**config.mk**
```make
export PLATFORM = sky130hd
export DESIGN_NAME = vector_distance_accumulator_flat
export DESIGN_NICKNAME = d
export VERILOG_FILES = /design/src/hw/rtl/vda_pkg.sv /design/src/hw/rtl/vda_in_if.sv /design/src/hw/rtl/vda_out_if.sv /design/src/hw/rtl/vda_ctrl.sv /design/src/hw/rtl/vda_dp.sv /design/src/hw/rtl/vector_distance_accumulator.sv /design/src/flat_wrapper.sv
export SDC_FILE = /design/constraint.sdc
export NUM_CORES = 1
export LEC_CHECK = 0
export ABC_AREA = 1
export BUFFER_PORTS_ARGS = -buffer_cell sky130_fd_sc_hd__buf_2
export CORE_UTILIZATION = 48
export CTS_CLUSTER_SIZE = 30
export DETAILED_ROUTE_END_ITERATION = 8
export GPL_ROUTABILITY_DRIVEN = 0
export MAX_ROUTING_LAYER = met4
export PLACE_DENSITY = 0.76
export SKIP_LAST_GASP = 1
export SLEW_MARGIN = 20
export SYNTH_ARGS = -nofsm -noshare
export SYNTH_HDL_FRONTEND = slang
export SYNTH_HIERARCHICAL = 1
export SYNTH_SLANG_ARGS = --single-unit
```
**constraint.sdc**
```tcl
create_clock -name clk -period 8.1 [get_ports clk]
set_input_delay 1.215 -clock clk [delete_from_list [all_inputs] [get_ports clk]]
set_output_delay 1.215 -clock clk [all_outputs]
set_load 0.005 [all_outputs]
```
**src/hw/rtl/vda_pkg.sv**
```systemverilog
// ----------------------------------------------------------------------------
// vda_pkg
// Types and constants shared by the vector distance accumulator modules.
// ----------------------------------------------------------------------------
`timescale 1ns / 1ps

package vda_pkg;

  localparam int SAMPLE_BITS_DEF = 16;
  localparam int ACC_BITS_DEF    = 48;
  localparam int OUT_BITS        = 48;

  localparam logic [OUT_BITS-1:0] OUT_MAX = '1;

  localparam int CFG_ADDR_W = 3;
  localparam int CFG_DATA_W = 32;

  typedef enum logic {
    REG_DISTANCE_MODE = 1'b0,
    REG_UNUSED        = 1'b1
  } reg_idx_t;

  typedef enum logic {
    MODE_EUCLIDEAN = 1'b0,
    MODE_MANHATTAN = 1'b1
  } dist_mode_t;

  typedef struct packed {
    logic capture;
    logic square;
    logic accum;
    logic sqrt_step;
    logic load_out;
  } vda_cmd_t;

  typedef struct packed {
    dist_mode_t mode;
    logic       last;
    logic       sqrt_done;
  } vda_sts_t;

endpackage

```
**src/hw/rtl/vda_in_if.sv**
```systemverilog
// ----------------------------------------------------------------------------
// vda_in_if
// Input channel carrying one element pair and the end-of-vector flag.
// ----------------------------------------------------------------------------
`timescale 1ns / 1ps

interface vda_in_if #(
  parameter int SAMPLE_BITS = 16
);
  logic                          valid;
  logic                          ready;
  logic signed [SAMPLE_BITS-1:0] p_elem;
  logic signed [SAMPLE_BITS-1:0] q_elem;
  logic                          last;

  modport source (output valid, output p_elem, output q_elem, output last, input ready);
  modport sink   (input valid, input p_elem, input q_elem, input last, output ready);
endinterface

```
**src/hw/rtl/vda_out_if.sv**
```systemverilog
// ----------------------------------------------------------------------------
// vda_out_if
// Result channel carrying one distance word per vector.
// ----------------------------------------------------------------------------
`timescale 1ns / 1ps

interface vda_out_if;
  import vda_pkg::*;

  logic                valid;
  logic                ready;
  logic [OUT_BITS-1:0] distance;
  logic                saturated;

  modport source (output valid, output distance, output saturated, input ready);
  modport sink   (input valid, input distance, input saturated, output ready);
endinterface

```
**src/hw/rtl/vda_ctrl.sv**
```systemverilog
// ----------------------------------------------------------------------------
// vda_ctrl
// Sequencer for capture, square, accumulate, square root and result load.
// ----------------------------------------------------------------------------
`timescale 1ns / 1ps

module vda_ctrl (
  input  logic              clk,
  input  logic              rst_n,
  input  logic              in_valid,
  output logic              in_ready,
  output logic              out_valid,
  input  logic              out_ready,
  input  vda_pkg::vda_sts_t sts,
  output vda_pkg::vda_cmd_t cmd
);
  import vda_pkg::*;

  typedef enum logic [2:0] {
    ST_IDLE,
    ST_SQUARE,
    ST_ACCUM,
    ST_ROOT,
    ST_FINISH
  } state_t;

  state_t state_r;
  logic   out_valid_r;
  logic   out_free;

  assign out_free  = !out_valid_r || out_ready;
  assign in_ready  = (state_r == ST_IDLE);
  assign out_valid = out_valid_r;

  always_comb begin
    cmd           = '0;
    cmd.capture   = (state_r == ST_IDLE) && in_valid;
    cmd.square    = (state_r == ST_SQUARE);
    cmd.accum     = (state_r == ST_ACCUM);
    cmd.sqrt_step = (state_r == ST_ROOT);
    cmd.load_out  = (state_r == ST_FINISH) && out_free;
  end

  always_ff @(posedge clk) begin
    if (!rst_n) begin
      state_r     <= ST_IDLE;
      out_valid_r <= 1'b0;
    end else begin
      if (cmd.load_out) begin
        out_valid_r <= 1'b1;
      end else if (out_valid_r && out_ready) begin
        out_valid_r <= 1'b0;
      end
      case (state_r)
        ST_IDLE: begin
          if (in_valid) begin
            state_r <= ST_SQUARE;
          end
        end
        ST_SQUARE: begin
          state_r <= ST_ACCUM;
        end
        ST_ACCUM: begin
          if (!sts.last) begin
            state_r <= ST_IDLE;
          end else if (sts.mode == MODE_EUCLIDEAN) begin
            state_r <= ST_ROOT;
          end else begin
            state_r <= ST_FINISH;
          end
        end
        ST_ROOT: begin
          if (sts.sqrt_done) begin
            state_r <= ST_FINISH;
          end
        end
        ST_FINISH: begin
          if (out_free) begin
            state_r <= ST_IDLE;
          end
        end
        default: begin
          state_r <= ST_IDLE;
        end
      endcase
    end
  end

endmodule

```
**src/hw/rtl/vda_dp.sv**
```systemverilog
// ----------------------------------------------------------------------------
// vda_dp
// Difference, square, saturating accumulator, bit-serial square root and
// output register.
// ----------------------------------------------------------------------------
`timescale 1ns / 1ps

module vda_dp #(
  parameter int SAMPLE_BITS = vda_pkg::SAMPLE_BITS_DEF,
  parameter int ACC_BITS    = vda_pkg::ACC_BITS_DEF
) (
  input  logic                           clk,
  input  logic                           rst_n,
  input  vda_pkg::vda_cmd_t              cmd,
  output vda_pkg::vda_sts_t              sts,
  input  vda_pkg::dist_mode_t            mode,
  input  logic signed [SAMPLE_BITS-1:0]  p_elem,
  input  logic signed [SAMPLE_BITS-1:0]  q_elem,
  input  logic                           last,
  output logic [vda_pkg::OUT_BITS-1:0]   distance,
  output logic                           saturated
);
  import vda_pkg::*;

  localparam int DIFF_W = SAMPLE_BITS + 1;
  localparam int MAG_W  = SAMPLE_BITS + 1;
  localparam int TERM_W = 2 * MAG_W;
  localparam int SUM_W  = ((TERM_W > ACC_BITS) ? TERM_W : ACC_BITS) + 1;
  localparam int HALF   = (ACC_BITS + 1) / 2;
  localparam int ROOT_W = 2 * HALF;
  localparam int WIDE_W = (ROOT_W > OUT_BITS) ? ROOT_W : OUT_BITS;

  logic signed [DIFF_W-1:0] diff;
  logic        [MAG_W-1:0]  mag;
  logic        [TERM_W-1:0] sq;
  logic        [SUM_W-1:0]  sum;
  logic                     acc_ovf;
  logic        [ACC_BITS-1:0] new_acc;
  logic                     new_sat;
  logic        [ROOT_W-1:0] trial;
  logic        [ROOT_W-1:0] final_val;
  logic        [WIDE_W-1:0] wide_val;
  logic                     clamp;

  logic [MAG_W-1:0]    mag_r;
  dist_mode_t          mode_r;
  logic                last_r;
  logic [TERM_W-1:0]   term_r;
  logic [ACC_BITS-1:0] acc_r;
  logic                ovf_r;
  logic                fin_sat_r;
  logic [ROOT_W-1:0]   x_r;
  logic [ROOT_W-1:0]   res_r;
  logic [ROOT_W-1:0]   bit_r;
  logic [OUT_BITS-1:0] distance_r;
  logic                saturated_r;

  assign diff = DIFF_W'(q_elem) - DIFF_W'(p_elem);
  assign mag  = diff[DIFF_W-1] ? MAG_W'(-diff) : MAG_W'(diff);
  assign sq   = mag_r * mag_r;

  assign sum     = SUM_W'(acc_r) + SUM_W'(term_r);
  assign acc_ovf = |sum[SUM_W-1:ACC_BITS];
  assign new_acc = acc_ovf ? '1 : sum[ACC_BITS-1:0];
  assign new_sat = ovf_r | acc_ovf;

  assign trial = res_r + bit_r;

  assign final_val = (mode_r == MODE_EUCLIDEAN) ? res_r : x_r;
  assign wide_val  = WIDE_W'(final_val);
  assign clamp     = wide_val > WIDE_W'(OUT_MAX);

  assign sts.mode      = mode_r;
  assign sts.last      = last_r;
  assign sts.sqrt_done = bit_r[0];

  assign distance  = distance_r;
  assign saturated = saturated_r;

  always_ff @(posedge clk) begin
    if (!rst_n) begin
      acc_r <= '0;
      ovf_r <= 1'b0;
    end else if (cmd.accum) begin
      if (last_r) begin
        acc_r <= '0;
        ovf_r <= 1'b0;
      end else begin
        acc_r <= new_acc;
        ovf_r <= new_sat;
      end
    end
  end

  always_ff @(posedge clk) begin
    if (cmd.capture) begin
      mag_r  <= mag;
      mode_r <= mode;
      last_r <= last;
    end
    if (cmd.square) begin
      term_r <= (mode_r == MODE_EUCLIDEAN) ? sq : TERM_W'(mag_r);
    end
    if (cmd.accum && last_r) begin
      x_r       <= ROOT_W'(new_acc);
      res_r     <= '0;
      bit_r     <= {2'b01, {(ROOT_W-2){1'b0}}};
      fin_sat_r <= new_sat;
    end
    if (cmd.sqrt_step) begin
      if (x_r >= trial) begin
        x_r   <= x_r - trial;
        res_r <= (res_r >> 1) + bit_r;
      end else begin
        res_r <= res_r >> 1;
      end
      bit_r <= bit_r >> 2;
    end
    if (cmd.load_out) begin
      distance_r  <= clamp ? OUT_MAX : wide_val[OUT_BITS-1:0];
      saturated_r <= fin_sat_r | clamp;
    end
  end

endmodule

```
**src/hw/rtl/vector_distance_accumulator.sv**
```systemverilog
// ----------------------------------------------------------------------------
// vector_distance_accumulator
// Euclidean or Manhattan distance over a stream of Q8.8 element pairs.
// ----------------------------------------------------------------------------
// Element pairs arrive on in_if, one word per element, and last marks the
// final pair of a vector. One result word per vector leaves on out_if.
// The cfg_ APB port holds the distance_mode register at byte address 0.
// Each word passes through capture, square and accumulate in turn.
// A word that does not end a vector lets the next word in once its
// accumulate step is done. A last word also loads the result
// register, after the square root in Euclidean mode, before the next
// word is accepted. On the last word, a Manhattan result goes straight
// to the result load, and a Euclidean result first passes through the
// bit-serial square root, which retires one root bit per cycle.
// The default ACC_BITS is 48.
// Reset clears the running sum, the overflow flag, the mode register
// and the result valid flag.
// A finished result sits in the output register while the receiver
// stalls; the block still takes new words, but the next result waits,
// and holds off new words, until the previous one has been taken.
// ----------------------------------------------------------------------------
`timescale 1ns / 1ps

module vector_distance_accumulator #(
  parameter int SAMPLE_BITS = vda_pkg::SAMPLE_BITS_DEF,
  parameter int ACC_BITS    = vda_pkg::ACC_BITS_DEF
) (
  input  logic                              clk,
  input  logic                              rst_n,
  vda_in_if.sink                            in_if,
  vda_out_if.source                         out_if,
  input  logic                              cfg_psel,
  input  logic                              cfg_penable,
  input  logic                              cfg_pwrite,
  input  logic [vda_pkg::CFG_ADDR_W-1:0]    cfg_paddr,
  input  logic [vda_pkg::CFG_DATA_W-1:0]    cfg_pwdata,
  output logic [vda_pkg::CFG_DATA_W-1:0]    cfg_prdata,
  output logic                              cfg_pready
);
  import vda_pkg::*;

  dist_mode_t mode_r;
  reg_idx_t   reg_idx;
  vda_cmd_t   cmd;
  vda_sts_t   sts;

  assign reg_idx    = reg_idx_t'(cfg_paddr[2]);
  assign cfg_pready = 1'b1;
  assign cfg_prdata = (reg_idx == REG_DISTANCE_MODE) ?
                      CFG_DATA_W'(mode_r) : '0;

  always_ff @(posedge clk) begin
    if (!rst_n) begin
      mode_r <= MODE_EUCLIDEAN;
    end else if (cfg_psel && cfg_penable && cfg_pwrite &&
                 (reg_idx == REG_DISTANCE_MODE)) begin
      mode_r <= dist_mode_t'(cfg_pwdata[0]);
    end
  end

  vda_ctrl u_ctrl (
    .clk       (clk),
    .rst_n     (rst_n),
    .in_valid  (in_if.valid),
    .in_ready  (in_if.ready),
    .out_valid (out_if.valid),
    .out_ready (out_if.ready),
    .sts       (sts),
    .cmd       (cmd)
  );

  vda_dp #(
    .SAMPLE_BITS (SAMPLE_BITS),
    .ACC_BITS    (ACC_BITS)
  ) u_dp (
    .clk       (clk),
    .rst_n     (rst_n),
    .cmd       (cmd),
    .sts       (sts),
    .mode      (mode_r),
    .p_elem    (in_if.p_elem),
    .q_elem    (in_if.q_elem),
    .last      (in_if.last),
    .distance  (out_if.distance),
    .saturated (out_if.saturated)
  );

endmodule

```
**src/flat_wrapper.sv**
```systemverilog
// flat-port wrapper written by rule: the top's interface ports become plain ports
module vector_distance_accumulator_flat import vda_pkg::*;
#(
  parameter int SAMPLE_BITS = vda_pkg::SAMPLE_BITS_DEF,
  parameter int ACC_BITS    = vda_pkg::ACC_BITS_DEF
)
  (clk, rst_n, cfg_psel, cfg_penable, cfg_pwrite, cfg_paddr, cfg_pwdata, cfg_prdata, cfg_pready, in_if_valid, in_if_p_elem, in_if_q_elem, in_if_last, in_if_ready, out_if_valid, out_if_distance, out_if_saturated, out_if_ready);
  vda_in_if #(.SAMPLE_BITS(SAMPLE_BITS)) in_if_i ();
  vda_out_if out_if_i ();
  input  logic clk;
  input  logic rst_n;
  input  logic cfg_psel;
  input  logic cfg_penable;
  input  logic cfg_pwrite;
  input  logic [vda_pkg::CFG_ADDR_W-1:0] cfg_paddr;
  input  logic [vda_pkg::CFG_DATA_W-1:0] cfg_pwdata;
  output logic [vda_pkg::CFG_DATA_W-1:0] cfg_prdata;
  output logic cfg_pready;
  input wire logic [$bits(in_if_i.valid)-1:0] in_if_valid;
  input wire logic [$bits(in_if_i.p_elem)-1:0] in_if_p_elem;
  input wire logic [$bits(in_if_i.q_elem)-1:0] in_if_q_elem;
  input wire logic [$bits(in_if_i.last)-1:0] in_if_last;
  output wire logic [$bits(in_if_i.ready)-1:0] in_if_ready;
  output wire logic [$bits(out_if_i.valid)-1:0] out_if_valid;
  output wire logic [$bits(out_if_i.distance)-1:0] out_if_distance;
  output wire logic [$bits(out_if_i.saturated)-1:0] out_if_saturated;
  input wire logic [$bits(out_if_i.ready)-1:0] out_if_ready;
  assign in_if_i.valid = in_if_valid;
  assign in_if_i.p_elem = in_if_p_elem;
  assign in_if_i.q_elem = in_if_q_elem;
  assign in_if_i.last = in_if_last;
  assign in_if_ready = in_if_i.ready;
  assign out_if_valid = out_if_i.valid;
  assign out_if_distance = out_if_i.distance;
  assign out_if_saturated = out_if_i.saturated;
  assign out_if_i.ready = out_if_ready;
  vector_distance_accumulator #(.SAMPLE_BITS(SAMPLE_BITS), .ACC_BITS(ACC_BITS)) u_core (.clk(clk), .rst_n(rst_n), .in_if(in_if_i), .out_if(out_if_i), .cfg_psel(cfg_psel), .cfg_penable(cfg_penable), .cfg_pwrite(cfg_pwrite), .cfg_paddr(cfg_paddr), .cfg_pwdata(cfg_pwdata), .cfg_prdata(cfg_prdata), .cfg_pready(cfg_pready));
endmodule
```
Word-level counts from Yosys, hierarchy flattened. Cells that the tools add are included.

Bits of input ports: 75. Logic and storage cells: 73. Flip-flop bits (word level): 277.

Reductions and logical operators: 13. Bitwise operators: 3. Equality and inequality tests: 7. Multiply operators: 1. Multiplexer cells: 23. Order comparisons: 2. Add/sub/neg operators: 6.

Operators by type and width (number): 48-bit 2-to-1 mux (9); 45-bit 2-to-1 mux (2); 48-bit by 34-bit adder with 49-bit output (1); 47-bit by 47-bit adder with 48-bit output (1); 48-bit by 47-bit adder with 48-bit output (1); 48-bit greater-or-equal comparator (1); 48-bit > comparator, second input constant (1); 48-bit subtractor (1); 17-bit by 17-bit multiplier with 34-bit output (1); 17-bit 2-to-1 mux (1); 17-bit negation (1); 16-bit by 16-bit subtractor with 17-bit output (1); 16-bit 2-to-1 mux (1); 3-bit 2-to-1 mux (5); 3-bit one-hot mux with 5 select lines (1); 1-bit logical AND (7); 3-bit by 2-bit == test with 1-bit output, second input constant (2); 2-bit != test, second input constant (3); 1-bit 2-to-1 mux (4); 2-bit nonzero test (2); 3-bit by 1-bit == test with 1-bit output, second input constant (1); 3-bit == test, second input constant (1); 3-bit zero test (1); 3-bit AND reduction (1); other kinds (4) (5).

Depth between registers and ports, before layout.
Word-level depth: 5. Gate-level depth with buffers: 30.

Modules after synthesis. Netlist, hierarchy kept.

By module, submodules not included: vda_dp (times used 1, cells an instance 5181, seq. area each 7186.9 um^2, area an instance 33550.9 um^2); vector_distance_accumulator (times used 1, cells an instance 46, seq. area each 20.0 um^2, area an instance 314.1 um^2); vda_ctrl (times used 1, cells an instance 43, seq. area each 80.1 um^2, area an instance 255.2 um^2).

Least setup slack after synthesis. Ideal clock, no wire load.

Path kind: register to register. From: register u_core.u_dp.mag_r[7]. To: register u_core.u_dp.term_r[29] (data pin). Required time: 7.847 ns. Arrival: 5.370 ns. Cell stages (with the launch flop): 26. Period minus slack after synthesis: 5.623 ns. Path buffers: 2. Path slack: 2.477 ns. Cells stage by stage: edfxtp_1 clkbuf_1 clkbuf_1 nand2_1 fa_1 inv_1 fa_1 inv_1 fa_1 inv_1 fa_1 fa_1 inv_1 fa_1 inv_1 ha_1 nand2_1 o21ai_0 a21oi_1 nor2_1 nor2_1 nand2_1 a21oi_1 nand2_1 nand2_1 nor2_1.

Longest elaborated chain between the ends: 1.

Ends and longest elaborated chain: start: declaration (line vda_dp.sv:45) `logic [MAG_W-1:0] mag_r;`; start signal: assignment (line vda_dp.sv:97) `mag_r <= mag;`; 17-bit by 17-bit multiplier with 34-bit output (line vda_dp.sv:60) `assign sq = mag_r * mag_r;`; end signal: assignment (line vda_dp.sv:102) `term_r <= (mode_r == MODE_EUCLIDEAN) ? sq : TERM_W'(mag_r);`; end: declaration (line vda_dp.sv:48) `logic [TERM_W-1:0] term_r;`.

No other way between the ends. A chain may end at the register's enable or synchronous reset.

Worst setup path in the final report.
From: register u_core.u_dp.res_r[4]. To: register u_core.u_dp.x_r[30].

Longest elaborated chain between the ends: 4. Elaborated cells on any way between the ends: 5. Those cells by class: 2 x add/sub; 1 x order compare; 2 x mux.

Ends and longest elaborated chain: start: declaration (line vda_dp.sv:53) `logic [ROOT_W-1:0] res_r;`; start signal: assignment (line vda_dp.sv:113) `res_r <= (res_r >> 1) + bit_r;`; start signal: assignment (line vda_dp.sv:115) `res_r <= res_r >> 1;`; 48-bit by 47-bit adder with 48-bit output * (line vda_dp.sv:67) `assign trial = res_r + bit_r;`; 48-bit subtractor / 48-bit greater-or-equal comparator (equally long branches) (line vda_dp.sv:112, vda_dp.sv:111); 48-bit 2-to-1 mux * (line vda_dp.sv:111) `if (x_r >= trial) begin`; 48-bit 2-to-1 mux * (line vda_dp.sv:110) `if (cmd.sqrt_step) begin`; end signal: assignment (line vda_dp.sv:105) `x_r <= ROOT_W'(new_acc);`; end signal: assignment (line vda_dp.sv:112) `x_r <= x_r - trial;`; end: declaration (line vda_dp.sv:52) `logic [ROOT_W-1:0] x_r;`.

Every way passes the cells marked *; elsewhere a longest branch is shown, timed or not.

==> metrics.md <==
| Metric | Value |
|---|---|
| Hold-fix buffers at CTS | `0` |
| Die width | `roughly 270 um` |
| Overall Global Routing Usage | `between 20% and 30%` |
| HP Start | `u_core/u_dp/acc_r[13]` |
| Synth Area in XOR/XNOR | `3.36%` |
| Worst Path Max Fanout | `between 50 and 60` |
| Initial antenna violation count | `1` |
| Worst-path clk slew | `around 0.06 ns` |
| IO Pins | `159` |
| Most Frequent Cell on Critical Path | `nand2_1` |
| Share of cells above drive strength 1 | `4.12%` |
| PortBufs | `93` |
| Element type at the critical path start | `flop` |
| Clock root buffer | `clkbuf_16` |
| Required time of the critical path | `8.54 ns` |
| Yosys reg bits | `between 200 and 300` |
| Starting density of the core | `roughly half` |
| Clk buf depth | `3` |
| Post-synth EDFFs | `174` |
| Pin count of the biggest net entering global routing | `96` |
| Most frequent cells in the layout | `nand2_1 (1650), inv_1 (1079), nor2_1 (469), a21oi_1 (319), ha_1 (257)` |
| CP endpoint kind | `flop` |
| Die span in y | `about 270 um` |
| Max H-tree Level | `2` |
| CP Launch Point | `u_core/u_dp/res_r[4]` |
| Post-synthesis average cell area | `between 6 and 7 um^2` |
| YS warnings | `6` |
| Async set-reset flop share out of synthesis | `0%` |
| Post-DRT Antenna Nets | `0` |
| Reg2reg start | `u_core/u_dp/res_r[4]` |
| Routed vias | `about 34000` |
| Postcts setup bufs | `0` |
| DRC errors left | `0` |
| Routed len/inst | `16.4 um` |
| # resized after CTS | `0` |
| Crit-path max cell delay | `0.93 ns` |
| Actual slew at the worst max-slew pin | `1.10 ns` |
| Vias in the first global route | `around 31000` |
| Buf+Inv Stages, Crit Path | `2` |
| Run status | `complete, no violations` |
| Post-synthesis sequential area ratio | `21.4%` |
| Hold Violations, Final | `0` |
| Area contributors post-synth | `nand2_1 (18%), edfxtp_1 (15%), inv_1 (12%), fa_1 (11%), ha_1 (9.4%)` |
| Adder-Cell Fraction of Synth Area | `between 20% and 30%` |
| Drt first pass iters | `6` |
| MaxCap Viol Count | `0` |
| RSZ-0062 raised after global routing | `no` |
| Final Max Slew Viols | `0` |
| Die Area | `0.0722 mm^2` |
| Starting DRT DRC Count | `3745` |
| Crit path kind | `reg -> reg` |
| Rows | `97` |
| Worst path slowest cell | `nand2_4` |
| Post-synthesis mux area share | `0%` |
| Post-DP HPWL | `between 80 and 90 mm` |
| Endpoints failing setup | `0` |
| Via density | `~5.4` |
| Largest area contributor in the netlist | `nand2_1` |
| Simple-gate share of the synthesized area | `approximately 30%` |
| Mapped Cells | `5270` |
| Primary FF master, synth | `edfxtp_1` |
| Filler cell count | `between 6000 and 7000` |
| Synthesized area | `~0.034 mm^2` |
| Nets | `5818` |
| Hold Path Class | `reg -> reg` |
| Total Routed Length | `103 mm` |
| Max-slew headroom | `a little over a quarter` |
| Setup Skew | `between 0.015 and 0.02 ns` |
| Achievable Freq | `0.153 GHz` |
| Critical-path cell list | `ha_1, nand2_1, inv_1, o21ai_0, o21bai_1, a21oi_1, o21ai_0, nand2_1, nand2_1, nand2_1, nand2_1, ha_1, nand2_1, nand2_1, nand2_1, nand2_1, nand2_1, nand2_1, a21oi_1, nand4_4, nand2_4, clkinv_2, nor2_1, a21oi_1` |
| Worst path arrival time | `6.96 ns` |
| Layout area overhead | `6.48%` |
| CP delay by family, top | `simple AND/OR/NAND/NOR gates` |
| TritonCTS clock tree | `done` |
| Worst skew pair latency | `between 0.5 and 0.6 ns` |
| Final Cycle Share | `between 80% and 90%` |
| Final setup TNS | `0 ns` |
| CTS Sinks | `approximately 280` |
| Compound-gate portion of the synthesized area | `9.89%` |
| Core ar. | `~0.070 mm^2` |
| Gr ovfl total | `0` |
| Main combinational cell family by area after synthesis | `simple AND/OR/NAND/NOR gates` |
| Tmin final | `between 6 and 7 ns` |
| CTS buffer count | `34` |
| Post-synth top area share | `18.2%` |
| First-pass GRT wire length | `between 150 and 200 mm` |
| Commonest non-fill, non-tap cell in the layout | `nand2_1` |
| Synth unique cells | `52` |
-- cell usage after synthesis, types with 6 or more instances --
library cell	count
buf_4	40
nand3b_1	10
o21ai_1	25
buf_2	11
clkbuf_1	86
and2_1	7
edfxtp_1	174
o21bai_1	23
nor4_1	11
nand2_1	1652
xor2_1	80
nand4_1	45
nand3_2	10
ha_1	257
nand2_2	11
or2_2	9
nor2_1	471
nor2_2	13
buf_6	11
inv_1	1079
nor3_1	36
dfxtp_1	103
xnor2_1	51
a21o_1	16
fa_1	195
a21boi_0	12
a31oi_1	7
o21ai_0	212
a21oi_1	319
nand3_1	252
a21boi_1	6
-- flip-flops by register name, indices dropped and copies added, names as in the netlist --
name	flops
u_core/u_dp/acc_r	48
u_core/u_dp/distance	48
u_core/u_dp/res_r	48
u_core/u_dp/x_r	48
u_core/u_dp/term_r	34
u_core/u_dp/bit_r	24
u_core/u_dp/mag_r	17
u_core/u_ctrl/state_r	3
u_core/mode_r	1
u_core/u_ctrl/out_valid	1
u_core/u_dp/fin_sat_r	1
u_core/u_dp/last_r	1
u_core/u_dp/mode_r	1
u_core/u_dp/ovf_r	1
u_core/u_dp/saturated	1
-- metal layers --
| layer | track usage (%) | up-vias | part of all wire, % |
|---|---|---|---|
| met2 | 44.5 | 1680 | 43 |
| met4 | 13.5 | 0 | 5.1 |
| met3 | 5.07 | 282 | 11 |
| met5 | - | - | 0 |
| li1 | - | 16200 | - |
| met1 | 37.7 | 15400 | 41 |
-- cell type report --
| cell class | count | area, um^2 | area share, % |
|---|---|---|---|
| Antenna cell | 1 | 2.50 | 0.00689 |
| Clock buffer | 46 | 980 | 2.70 |
| Clock inverter | 13 | 178 | 0.489 |
| Inverter | 1085 | 4070 | 11.2 |
| Multi-Input combinational cell | 3786 | 22100 | 60.7 |
| Sequential cell | 277 | 7290 | 20.1 |
| Tap cell | 940 | 1180 | 3.24 |
| Timing Repair Buffer | 107 | 571 | 1.57 |
-- metrics by stage --
stage	area [um^2]	instances	setup WS, ns	utilization [%]	hold WS (ns)
6_report	36300	6255	1.58	51.8	0.470
5_1_grt	36300	6255	1.17	51.8	0.483
4_1_cts	36300	6254	1.80	51.8	0.469
3_5_place_dp	35200	6195	1.85	50.1	0.460
3_3_place_gp	35200	6195	1.98	50.1	0.453
2_1_floorplan	34200	5300	2.48	-	0.424
-- worst min-delay path: cells and delay by family (launching register included) --
family	cells	cell delay, ns
DFF	1	0.31
AOI/OAI and AO/OA	1	0.05
and+or+nand+nor	1	0.06
-- kinds of logic (layout without fill, tap and decap cells) --
kind of cell | count (synthesis) | after routing
adders and majority gates | 452 | 452
DFF | 277 | 277
xor gates and xnor gates | 131 | 131
other | 2 | 33
and+or+nand+nor | 2536 | 2536
buffers and inverters | 1237 | 1251
AOI/OAI and AO/OA | 635 | 635
-- worst paths after layout --
check | to | slack (ns) | cells after the start
setup / recovery | u_core/u_dp/x_r[30] | 1.58 | 24
hold reg to reg | u_core/u_dp/acc_r[13] | 0.47 | 2
setup reg to reg | u_core/u_dp/x_r[30] | 1.58 | 24
hold / removal | u_core/u_dp/acc_r[13] | 0.47 | 2
Power is not shown: default switching activity piles up to over one toggle a cycle in this logic, so the estimate is an artifact.
